`config.mk`:
```
export PLATFORM = sky130hd
export DESIGN_NAME = lru_keyed_sample_buffer_top
export DESIGN_NICKNAME = d
export VERILOG_FILES = /design/src/rtl/lksb_pkg.sv /design/src/rtl/lksb_ram.sv /design/src/rtl/lru_keyed_sample_buffer_top.sv
export SDC_FILE = /design/constraint.sdc
export NUM_CORES = 1
export LEC_CHECK = 0
export BUFFER_PORTS_ARGS = -buffer_cell sky130_fd_sc_hd__buf_2
export CAP_MARGIN = 20
export CORE_ASPECT_RATIO = 0.5
export CORE_MARGIN = 4
export CORE_UTILIZATION = 55
export CTS_BUF_LIST = sky130_fd_sc_hd__clkbuf_2
export DETAILED_ROUTE_END_ITERATION = 12
export PLACE_DENSITY = 0.75
export SYNTH_ARGS = -nofsm -noshare
export SYNTH_HDL_FRONTEND = slang
export SYNTH_SLANG_ARGS = --single-unit
```
`constraint.sdc`:
```
create_clock -name clk -period 8.4 [get_ports clk]
set_clock_uncertainty 0.05 [all_clocks]
set_input_delay 1.68 -clock clk [delete_from_list [all_inputs] [get_ports clk]]
set_output_delay 1.68 -clock clk [all_outputs]
set_load 0.01 [all_outputs]
```
`src/rtl/lksb_pkg.sv`:
```
// Shared constants for the keyed sample buffer: field widths, defaults and operation codes.
package lksb_pkg;

  localparam int OPCODE_W          = 2;
  localparam int KEY_W             = 16;
  localparam int PAYLOAD_IN_W      = 64;
  localparam int KEEP_W            = 5;
  localparam int COUNT_OUT_W       = 5;
  localparam int SLOT_OUT_W        = 4;

  localparam int ENTRIES_DEF       = 16;
  localparam int PAYLOAD_WIDTH_DEF = 64;

  localparam logic [OPCODE_W-1:0] OP_INSERT = 2'd0;
  localparam logic [OPCODE_W-1:0] OP_PRUNE  = 2'd1;
  localparam logic [OPCODE_W-1:0] OP_CLEAR  = 2'd2;

endpackage

```
`src/rtl/lksb_ram.sv`:
```
// Generic single-write, single-read RAM with a registered read port.
module lksb_ram #(
  parameter int WIDTH = 8,
  parameter int DEPTH = 16
) (
  input  logic                     clk,
  input  logic                     we,
  input  logic [$clog2(DEPTH)-1:0] waddr,
  input  logic [WIDTH-1:0]         wdata,
  input  logic [$clog2(DEPTH)-1:0] raddr,
  output logic [WIDTH-1:0]         rdata
);

  logic [WIDTH-1:0] mem [DEPTH];

  always_ff @(posedge clk) begin
    if (we) begin
      mem[waddr] <= wdata;
    end
    rdata <= mem[raddr];
  end

endmodule

```
`src/rtl/lru_keyed_sample_buffer_top.sv`:
```
// Keyed sample buffer with least-recently-used ages: top level and sequencer.
//
// A command word is taken when start is high and busy is low. Each command
// produces exactly one result word, shown for a single cycle with done high;
// the receiver cannot stall, so it must capture the word in that cycle. An
// insert walks the table twice, reading the key and age memories at one
// shared address: a lookup pass (ST_SCAN), a decision state (ST_DECIDE), an
// age update pass (ST_AGE) and a posting state (ST_DONE), with busy high
// throughout. An insert that repeats the previous key skips the age pass.
// A prune takes only the age pass. A clear or an undefined opcode goes
// straight to the posting state. In every case done is high in the first
// cycle in which busy is low again, and a new command may be presented in
// that very cycle. The pass length is set by the single read port of the
// age memory, which is read and written back one slot per cycle. No
// clearing pass is needed after reset: valid bits live in flip-flops and a
// slot that is not valid reads as age zero.
module lru_keyed_sample_buffer_top import lksb_pkg::*; #(
  parameter int ENTRIES       = ENTRIES_DEF,
  parameter int PAYLOAD_WIDTH = PAYLOAD_WIDTH_DEF
) (
  input  logic                    clk,
  input  logic                    rst,
  input  logic                    start,
  output logic                    busy,
  input  logic [OPCODE_W-1:0]     opcode,
  input  logic [KEY_W-1:0]        sample_key,
  input  logic [PAYLOAD_IN_W-1:0] sample_payload,
  input  logic [KEEP_W-1:0]       keep_count,
  output logic                    done,
  output logic                    table_full,
  output logic [COUNT_OUT_W-1:0]  entry_count,
  output logic                    key_hit,
  output logic [SLOT_OUT_W-1:0]   slot_written,
  output logic                    payload_stored,
  output logic                    evicted_oldest
);

  // Slot index and count/age widths follow from the depth; the comparison width also covers KEEP_W.
  localparam int IW      = $clog2(ENTRIES);
  localparam int CW      = $clog2(ENTRIES + 1);
  localparam int CMPW    = (CW > KEEP_W) ? CW : KEEP_W;
  localparam int STORE_W = KEY_W + PAYLOAD_WIDTH;
  localparam logic [IW-1:0] LAST_SLOT = IW'(ENTRIES - 1);

  // Sequencer states.
  localparam logic [2:0] ST_IDLE   = 3'd0;
  localparam logic [2:0] ST_SCAN   = 3'd1;
  localparam logic [2:0] ST_DECIDE = 3'd2;
  localparam logic [2:0] ST_AGE    = 3'd3;
  localparam logic [2:0] ST_DONE   = 3'd4;

  logic [2:0]               state;

  // Latched command word.
  logic [OPCODE_W-1:0]      op;
  logic [KEY_W-1:0]         key;
  logic [PAYLOAD_WIDTH-1:0] payload;
  logic [KEEP_W-1:0]        keep;

  // Table state held in flip-flops.
  logic [ENTRIES-1:0]       valid;
  logic [CW-1:0]            count;
  logic [KEY_W-1:0]         prev_key;
  logic                     prev_valid;

  // Walk pipeline: idx is the address being issued, pend_idx the slot whose
  // read data is arriving in this cycle.
  logic [IW-1:0]            idx;
  logic                     issuing;
  logic                     pend;
  logic [IW-1:0]            pend_idx;

  // Lookup pass results.
  logic                     hit_found;
  logic [IW-1:0]            hit_idx;
  logic [CW-1:0]            hit_age;
  logic                     free_found;
  logic [IW-1:0]            free_idx;
  logic [CW-1:0]            best_age;
  logic [IW-1:0]            best_idx;

  // Age pass controls.
  logic [IW-1:0]            target;
  logic                     promote;
  logic [CW-1:0]            kept;

  // Result fields gathered along the way, posted in ST_DONE.
  logic                     res_hit;
  logic [IW-1:0]            res_slot;
  logic                     res_stored;
  logic                     res_evicted;

  // Memory ports.
  logic                     store_we;
  logic [STORE_W-1:0]       store_rdata;
  logic                     age_we;
  logic [CW-1:0]            age_wdata;
  logic [CW-1:0]            age_rdata;

  // Decoded view of the slot in flight and of the decision.
  logic [KEY_W-1:0]         cur_key;
  logic                     cur_valid;
  logic [CW-1:0]            cur_age;
  logic                     cur_pruned;
  logic                     pass_end;
  logic                     dec_repeat;
  logic                     dec_evict;
  logic [IW-1:0]            dec_slot;

  assign busy = (state != ST_IDLE);

  assign cur_key    = store_rdata[KEY_W-1:0];
  assign cur_valid  = valid[pend_idx];
  assign cur_age    = cur_valid ? age_rdata : '0;
  assign cur_pruned = (CMPW'(cur_age) > CMPW'(keep));
  assign pass_end   = pend && (pend_idx == LAST_SLOT);

  // A hit on the key of the previous insert leaves the table untouched.
  // On a miss the lowest free slot wins; with none left the oldest goes.
  assign dec_repeat = hit_found && prev_valid && (prev_key == key);
  assign dec_evict  = !hit_found && !free_found;
  assign dec_slot   = hit_found ? hit_idx : (free_found ? free_idx : best_idx);
  assign store_we   = (state == ST_DECIDE) && !dec_repeat;

  // Age write-back. A prune only drops valid bits, so it writes nothing.
  always_comb begin
    age_we    = 1'b0;
    age_wdata = cur_age;
    if (state == ST_AGE && pend && cur_valid && op == OP_INSERT) begin
      age_we = 1'b1;
      if (pend_idx == target) begin
        age_wdata = CW'(1);
      end else if (!promote || cur_age < hit_age) begin
        age_wdata = cur_age + CW'(1);
      end
    end
  end

  lksb_ram #(
    .WIDTH (STORE_W),
    .DEPTH (ENTRIES)
  ) u_store (
    .clk   (clk),
    .we    (store_we),
    .waddr (dec_slot),
    .wdata ({payload, key}),
    .raddr (idx),
    .rdata (store_rdata)
  );

  lksb_ram #(
    .WIDTH (CW),
    .DEPTH (ENTRIES)
  ) u_age (
    .clk   (clk),
    .we    (age_we),
    .waddr (pend_idx),
    .wdata (age_wdata),
    .raddr (idx),
    .rdata (age_rdata)
  );

  always_ff @(posedge clk) begin
    if (rst) begin
      state          <= ST_IDLE;
      valid          <= '0;
      count          <= '0;
      prev_key       <= '0;
      prev_valid     <= 1'b0;
      issuing        <= 1'b0;
      pend           <= 1'b0;
      done           <= 1'b0;
      table_full     <= 1'b0;
      entry_count    <= '0;
      key_hit        <= 1'b0;
      slot_written   <= '0;
      payload_stored <= 1'b0;
      evicted_oldest <= 1'b0;
    end else begin
      done     <= 1'b0;
      pend     <= issuing;
      pend_idx <= idx;
      if (issuing) begin
        if (idx == LAST_SLOT) begin
          issuing <= 1'b0;
        end else begin
          idx <= idx + IW'(1);
        end
      end

      case (state)
        ST_IDLE: begin
          if (start) begin
            op          <= opcode;
            key         <= sample_key;
            payload     <= sample_payload[PAYLOAD_WIDTH-1:0];
            keep        <= keep_count;
            res_hit     <= 1'b0;
            res_slot    <= '0;
            res_stored  <= 1'b0;
            res_evicted <= 1'b0;
            hit_found   <= 1'b0;
            free_found  <= 1'b0;
            best_age    <= '0;
            best_idx    <= '0;
            kept        <= '0;
            idx         <= '0;
            case (opcode)
              OP_INSERT: begin
                issuing <= 1'b1;
                state   <= ST_SCAN;
              end
              OP_PRUNE: begin
                issuing <= 1'b1;
                state   <= ST_AGE;
              end
              OP_CLEAR: begin
                valid <= '0;
                count <= '0;
                state <= ST_DONE;
              end
              default: begin
                state <= ST_DONE;
              end
            endcase
          end
        end

        ST_SCAN: begin
          if (pend) begin
            if (cur_valid && cur_key == key && !hit_found) begin
              hit_found <= 1'b1;
              hit_idx   <= pend_idx;
              hit_age   <= cur_age;
            end
            if (!cur_valid && !free_found) begin
              free_found <= 1'b1;
              free_idx   <= pend_idx;
            end
            if (cur_valid && cur_age > best_age) begin
              best_age <= cur_age;
              best_idx <= pend_idx;
            end
          end
          if (pass_end) begin
            state <= ST_DECIDE;
          end
        end

        ST_DECIDE: begin
          res_hit     <= hit_found;
          res_slot    <= dec_slot;
          res_stored  <= !dec_repeat;
          res_evicted <= dec_evict;
          target      <= dec_slot;
          promote     <= hit_found;
          prev_key    <= key;
          prev_valid  <= 1'b1;
          if (!hit_found) begin
            valid[dec_slot] <= 1'b1;
            if (!dec_evict) begin
              count <= count + CW'(1);
            end
          end
          if (dec_repeat) begin
            state <= ST_DONE;
          end else begin
            idx     <= '0;
            issuing <= 1'b1;
            state   <= ST_AGE;
          end
        end

        ST_AGE: begin
          if (pend && op == OP_PRUNE && cur_valid) begin
            if (cur_pruned) begin
              valid[pend_idx] <= 1'b0;
            end else begin
              kept <= kept + CW'(1);
            end
          end
          if (pass_end) begin
            if (op == OP_PRUNE) begin
              count <= kept + CW'(cur_valid && !cur_pruned);
            end
            state <= ST_DONE;
          end
        end

        ST_DONE: begin
          done           <= 1'b1;
          table_full     <= (count == CW'(ENTRIES));
          entry_count    <= COUNT_OUT_W'(count);
          key_hit        <= res_hit;
          slot_written   <= SLOT_OUT_W'(res_slot);
          payload_stored <= res_stored;
          evicted_oldest <= res_evicted;
          state          <= ST_IDLE;
        end

        default: begin
          state <= ST_IDLE;
        end
      endcase
    end
  end

  // The count must always agree with the valid bits once a command is over.
  a_count_matches_valid: assert property (@(posedge clk) disable iff (rst)
    (state == ST_IDLE) |-> ($countones(valid) == int'(count)))
    else $error("entry count disagrees with valid bits");

  a_count_in_range: assert property (@(posedge clk) disable iff (rst)
    (int'(count) <= ENTRIES))
    else $error("entry count above table depth");

  // An eviction only happens on a miss into a full table.
  a_evict_only_full: assert property (@(posedge clk) disable iff (rst)
    (done && evicted_oldest) |-> (table_full && payload_stored && !key_hit))
    else $error("eviction reported without a full table miss");

  a_done_after_post: assert property (@(posedge clk) disable iff (rst)
    done |-> ($past(state) == ST_DONE))
    else $error("result word posted outside the posting state");

endmodule
```
==> metrics.txt <==
# TYPE chip_impl_metric gauge
chip_impl_info{name="run_status",value="complete, no violations"} 1
chip_impl_metric{name="ff_latch_area",unit="µm²"} 13800
chip_impl_metric{name="multi_input_area",unit="µm²"} 5450
chip_impl_metric{name="boundaryPins",unit=""} 105
chip_impl_metric{name="route.detailed.drc",unit=""} 0
chip_impl_info{name="cts_tree",value="yes"} 1
chip_impl_metric{name="vias_per_cell",unit=""} 5.91
chip_impl_metric{name="postSynthRegisterBits",unit=""} 486
chip_impl_metric{name="max_slew_margin",unit="%"} 28.4
chip_impl_metric{name="dp_slack",unit="ps"} 3170
chip_impl_metric{name="netlist_area_before_placement",unit="µm²"} 19600
chip_impl_metric{name="clk_latency",unit="ps"} 1020
chip_impl_metric{name="post-cts-setup-buffers",unit=""} 0
chip_impl_info{name="criticalPathCategory",value="reg -> reg"} 1
chip_impl_metric{name="drtIter0Drc",unit=""} 1205
chip_impl_metric{name="postLayoutCoreUtil",unit="%"} 61.5
chip_impl_metric{name="finalNonFillerCells",unit=""} 2006
chip_impl_metric{name="timing.critical_path.required",unit="ps"} 9180
chip_impl_metric{name="fin_setup_tns",unit="ps"} 0
chip_impl_info{name="maxUsedRoutingLayer",value="met4"} 1
chip_impl_metric{name="final-setup-viol-count",unit=""} 0
chip_impl_metric{name="static-leakage-power",unit="nW"} 7.49
chip_impl_metric{name="worst_pin_slew",unit="ps"} 1070
chip_impl_metric{name="clkSlewWorstSetupHoldPaths",unit="ps"} 120
chip_impl_metric{name="dieArea",unit="µm²"} 38900
chip_impl_metric{name="grt_max_degree",unit=""} 122
chip_impl_metric{name="yosysWarnings",unit=""} 0
chip_impl_metric{name="syn-instance-count",unit=""} 1333
chip_impl_metric{name="reg2regPathDepth",unit=""} 20
chip_impl_metric{name="met2WireLength",unit="µm"} 20000
chip_impl_metric{name="synth_enable_flop_cells",unit=""} 408
chip_impl_metric{name="port-buffer-count",unit=""} 40
chip_impl_metric{name="final_nets",unit=""} 1548
chip_impl_metric{name="m1WireLength",unit="µm"} 17300
chip_impl_metric{name="dr.pass1.iters",unit=""} 5
chip_impl_metric{name="final.hold.worst_slack",unit="ps"} 411
chip_impl_metric{name="num_vias",unit=""} 11900
chip_impl_metric{name="floorplan.initialDensity",unit="%"} 56.3
chip_impl_info{name="synth_flop_cell",value="sky130_fd_sc_hd__edfxtp_1"} 1
chip_impl_metric{name="regToRegSetupSlack",unit="ps"} 3060
chip_impl_metric{name="final.fill_count",unit=""} 2571
chip_impl_info{name="clk_root_buffer_cell",value="sky130_fd_sc_hd__clkbuf_2"} 1
chip_impl_metric{name="antenna_found_initial",unit=""} 2
chip_impl_metric{name="finalWorstPathRequiredPeriod",unit="ps"} 5340
chip_impl_metric{name="drt_wl_total",unit="µm"} 41700
chip_impl_metric{name="power_per_cell_area",unit="nW/µm²"} 229
chip_impl_metric{name="post_cts_resized",unit=""} 0
chip_impl_metric{name="crit_arrival",unit="ps"} 6120
chip_impl_metric{name="wl_per_cell",unit="µm"} 20.8
chip_impl_metric{name="rows",unit=""} 48
chip_impl_metric{name="yosysSeqAreaShare",unit="%"} 70.4
chip_impl_metric{name="die_width",unit="µm"} 275
chip_impl_metric{name="min_period_over_period",unit="%"} 63.6
chip_impl_metric{name="globalplace.congestion",unit=""} 0.872
chip_impl_metric{name="drtAntennaViolNets",unit=""} 0
chip_impl_info{name="worst_hold_path_type",value="reg -> reg"} 1
chip_impl_info{name="critical_path.reg2reg.startpoint",value="pend_idx[1]"} 1
chip_impl_metric{name="fmax",unit="MHz"} 187
chip_impl_metric{name="synth.net_count",unit=""} 1439
chip_impl_metric{name="hold_depth",unit=""} 2
chip_impl_metric{name="num_cts_buffers",unit=""} 104
chip_impl_metric{name="post-place-cells",unit=""} 1803
chip_impl_metric{name="vias_in_the_first_global_route",unit=""} 11800
chip_impl_metric{name="async_flop_share",unit="%"} 0
chip_impl_metric{name="ys_types",unit=""} 63
chip_impl_info{name="r2r-end",value="count[4]"} 1
chip_impl_metric{name="maxCapViolations",unit=""} 0
chip_impl_metric{name="wl_met3",unit="µm"} 3590
chip_impl_metric{name="htree_levels",unit=""} 3
chip_impl_metric{name="hold_violations",unit=""} 0
chip_impl_info{name="worst_setup_path_start_kind",value="flop"} 1
chip_impl_metric{name="gr-total-overflow",unit=""} 0
chip_impl_metric{name="area.growth.synth_to_final",unit="%"} 9.17
chip_impl_metric{name="cts.sinks",unit=""} 486
chip_impl_metric{name="clk_path_buf_depth",unit=""} 3
chip_impl_metric{name="crit_path_max_incr_delay",unit="ps"} 840
chip_impl_info{name="path_cells",value="mux4_2 -> mux2i_1 -> o2bb2ai_2 -> nand2_1 -> inv_1 -> ha_1 -> nor2b_1 -> o21ai_0 -> a21oi_1 -> o21ai_0 -> a221oi_2 -> or3_1 -> nor2_1 -> ha_1 -> ha_1 -> nand3_1 -> xor2_1 -> o22ai_1 -> a22oi_1 -> nor2_1"} 1
chip_impl_metric{name="post_cts_hold_buffer_count",unit=""} 0
chip_impl_metric{name="final_power",unit="mW"} 4.91
chip_impl_metric{name="drive_above_1_share",unit="%"} 20.4
chip_impl_info{name="cpMostUsedCell",value="sky130_fd_sc_hd__ha_1"} 1
chip_impl_metric{name="timing.critical_path.fanout_max",unit=""} 18
chip_impl_info{name="hold_end",value="entry_count[4]"} 1
chip_impl_metric{name="ir_drop",unit="mV"} 0.153
chip_impl_info{name="rsz0062_at_grt",value="no"} 1
chip_impl_metric{name="final_critical_path_setup_slack",unit="ps"} 3060
chip_impl_metric{name="fin_area",unit="µm²"} 21400
chip_impl_metric{name="place_hpwl",unit="µm"} 25000
chip_impl_metric{name="die_h",unit="µm"} 142
chip_impl_info{name="cp-end-kind",value="flop"} 1
chip_impl_metric{name="grt_pass1_wl",unit="µm"} 64900
chip_impl_info{name="min-delay-start",value="entry_count[4]"} 1
chip_impl_metric{name="placedInstanceArea",unit="µm²"} 20400
chip_impl_metric{name="slew_viol_final",unit=""} 0
chip_impl_metric{name="placeableCoreArea",unit="µm²"} 34800
chip_impl_info{name="cpMaxStageDelayCell",value="sky130_fd_sc_hd__edfxtp_1"} 1
chip_impl_metric{name="avgSynthCellArea",unit="µm²"} 14.7
chip_impl_metric{name="grt_usage",unit="%"} 21.8
## sequential cells by signal, summed over array words and instances (netlist names), 4 cells and up
name / cells
u_store.mem: 256
u_age.mem: 80
key: 16
prev_key: 16
u_store.rdata: 16
valid: 16
best_age: 5
count: 5
entry_count: 5
hit_age: 5
keep: 5
kept: 5
u_age.rdata: 5
best_idx: 4
free_idx: 4
hit_idx: 4
idx: 4
pend_idx: 4
res_slot: 4
slot_written: 4
target: 4
## area by class of cell
type / count / share of cell area [%]
multi-input combinational: 750 / 25.4
tap: 475 / 2.77
clock inverter: 27 / 0.625
antenna: 3 / 0.0350
sequential: 486 / 64.5
inverter: 31 / 0.543
timing repair buffer: 69 / 2.25
clock buffer: 165 / 3.86
## placed cells by master, fill, tap and decap left out, types with 18 or more instances in the layout
| cell | Yosys | layout |
|---|---|---|
| sky130_fd_sc_hd__nand2_1 | 142 | 142 |
| sky130_fd_sc_hd__clkinv_1 | 0 | 24 |
| sky130_fd_sc_hd__clkbuf_2 | 0 | 165 |
| sky130_fd_sc_hd__mux4_2 | 44 | 44 |
| sky130_fd_sc_hd__a22oi_1 | 26 | 26 |
| sky130_fd_sc_hd__a31oi_1 | 18 | 18 |
| sky130_fd_sc_hd__a221oi_1 | 21 | 21 |
| sky130_fd_sc_hd__nor2_1 | 83 | 77 |
| sky130_fd_sc_hd__o21ai_0 | 65 | 65 |
| sky130_fd_sc_hd__a21oi_1 | 70 | 70 |
| sky130_fd_sc_hd__xnor2_1 | 30 | 30 |
| sky130_fd_sc_hd__buf_2 | 4 | 42 |
| sky130_fd_sc_hd__mux2i_1 | 83 | 83 |
| sky130_fd_sc_hd__inv_1 | 30 | 30 |
| sky130_fd_sc_hd__edfxtp_1 | 408 | 408 |
| sky130_fd_sc_hd__buf_4 | 2 | 20 |
| sky130_fd_sc_hd__dfxtp_1 | 78 | 78 |
## cell families after synthesis
kind of cell / share of synthesized area, %
buffers and inverters: 1.96
XOR/XNOR: 1.96
adder cells (fa/ha/maj): 1.07
multiplexers: 9.97
AND/OR/NAND/NOR: 7.35
flip-flops: 70.4
AO/OA/AOI/OAI: 7.28
## how the worst max path moves through the flow
stage	slack (ps)	startpoint	cells after the start	end
2_1_floorplan	4130	pend_idx[1]	22	count[4]
3_3_place_gp	3250	pend_idx[1]	20	count[4]
3_5_place_dp	3170	pend_idx[1]	20	count[4]
4_1_cts	3070	pend_idx[1]	20	count[4]
5_1_grt	2510	pend_idx[1]	20	count[4]
6_report	3060	pend_idx[1]	20	count[4]
## cell usage after synthesis (21+ instances only)
cell type                  count  area share [%]
sky130_fd_sc_hd__clkbuf_1     49            0.94
sky130_fd_sc_hd__a221oi_1     21            0.94
sky130_fd_sc_hd__xnor2_1      30             1.3
sky130_fd_sc_hd__nor2_1       83             1.6
sky130_fd_sc_hd__a21oi_1      70             1.8
sky130_fd_sc_hd__mux2i_1      83             4.2
sky130_fd_sc_hd__edfxtp_1    408              62
sky130_fd_sc_hd__nand2_1     142             2.7
sky130_fd_sc_hd__dfxtp_1      78             8.0
sky130_fd_sc_hd__a22oi_1      26            0.99
sky130_fd_sc_hd__inv_1        30            0.57
sky130_fd_sc_hd__o21ai_0      65             1.7
sky130_fd_sc_hd__mux4_2       44             5.1
## routing by layer
metal | vias to the layer above | global-route usage, %
met5 | - | 0
met4 | 0 | 6.70
met3 | 76 | 5.26
met2 | 543 | 35.0
met1 | 5894 | 30.0
li1 | 5351 | -
## report_power, final
group          switching, mW  total, mW  leakage (nW)  internal (mW)
Combinational          0.389      0.659          2.40          0.270
Sequential             0.111       2.84          4.35           2.73
Clock                  0.868       1.41         0.745          0.546
Total                   1.37       4.91          7.49           3.55
## critical path, delay by kind of cell (launching register included)
| kind | cells | cell delay, ps |
|---|---|---|
| flip-flops | 1 | 840 |
| AND/OR/NAND/NOR | 6 | 1010 |
| adder cells (fa/ha/maj) | 3 | 640 |
| buffers and inverters | 1 | 210 |
| XOR/XNOR | 1 | 150 |
| AO/OA/AOI/OAI | 7 | 1760 |
| multiplexers | 2 | 480 |
Note: power is estimated with default switching activity, not from simulation.
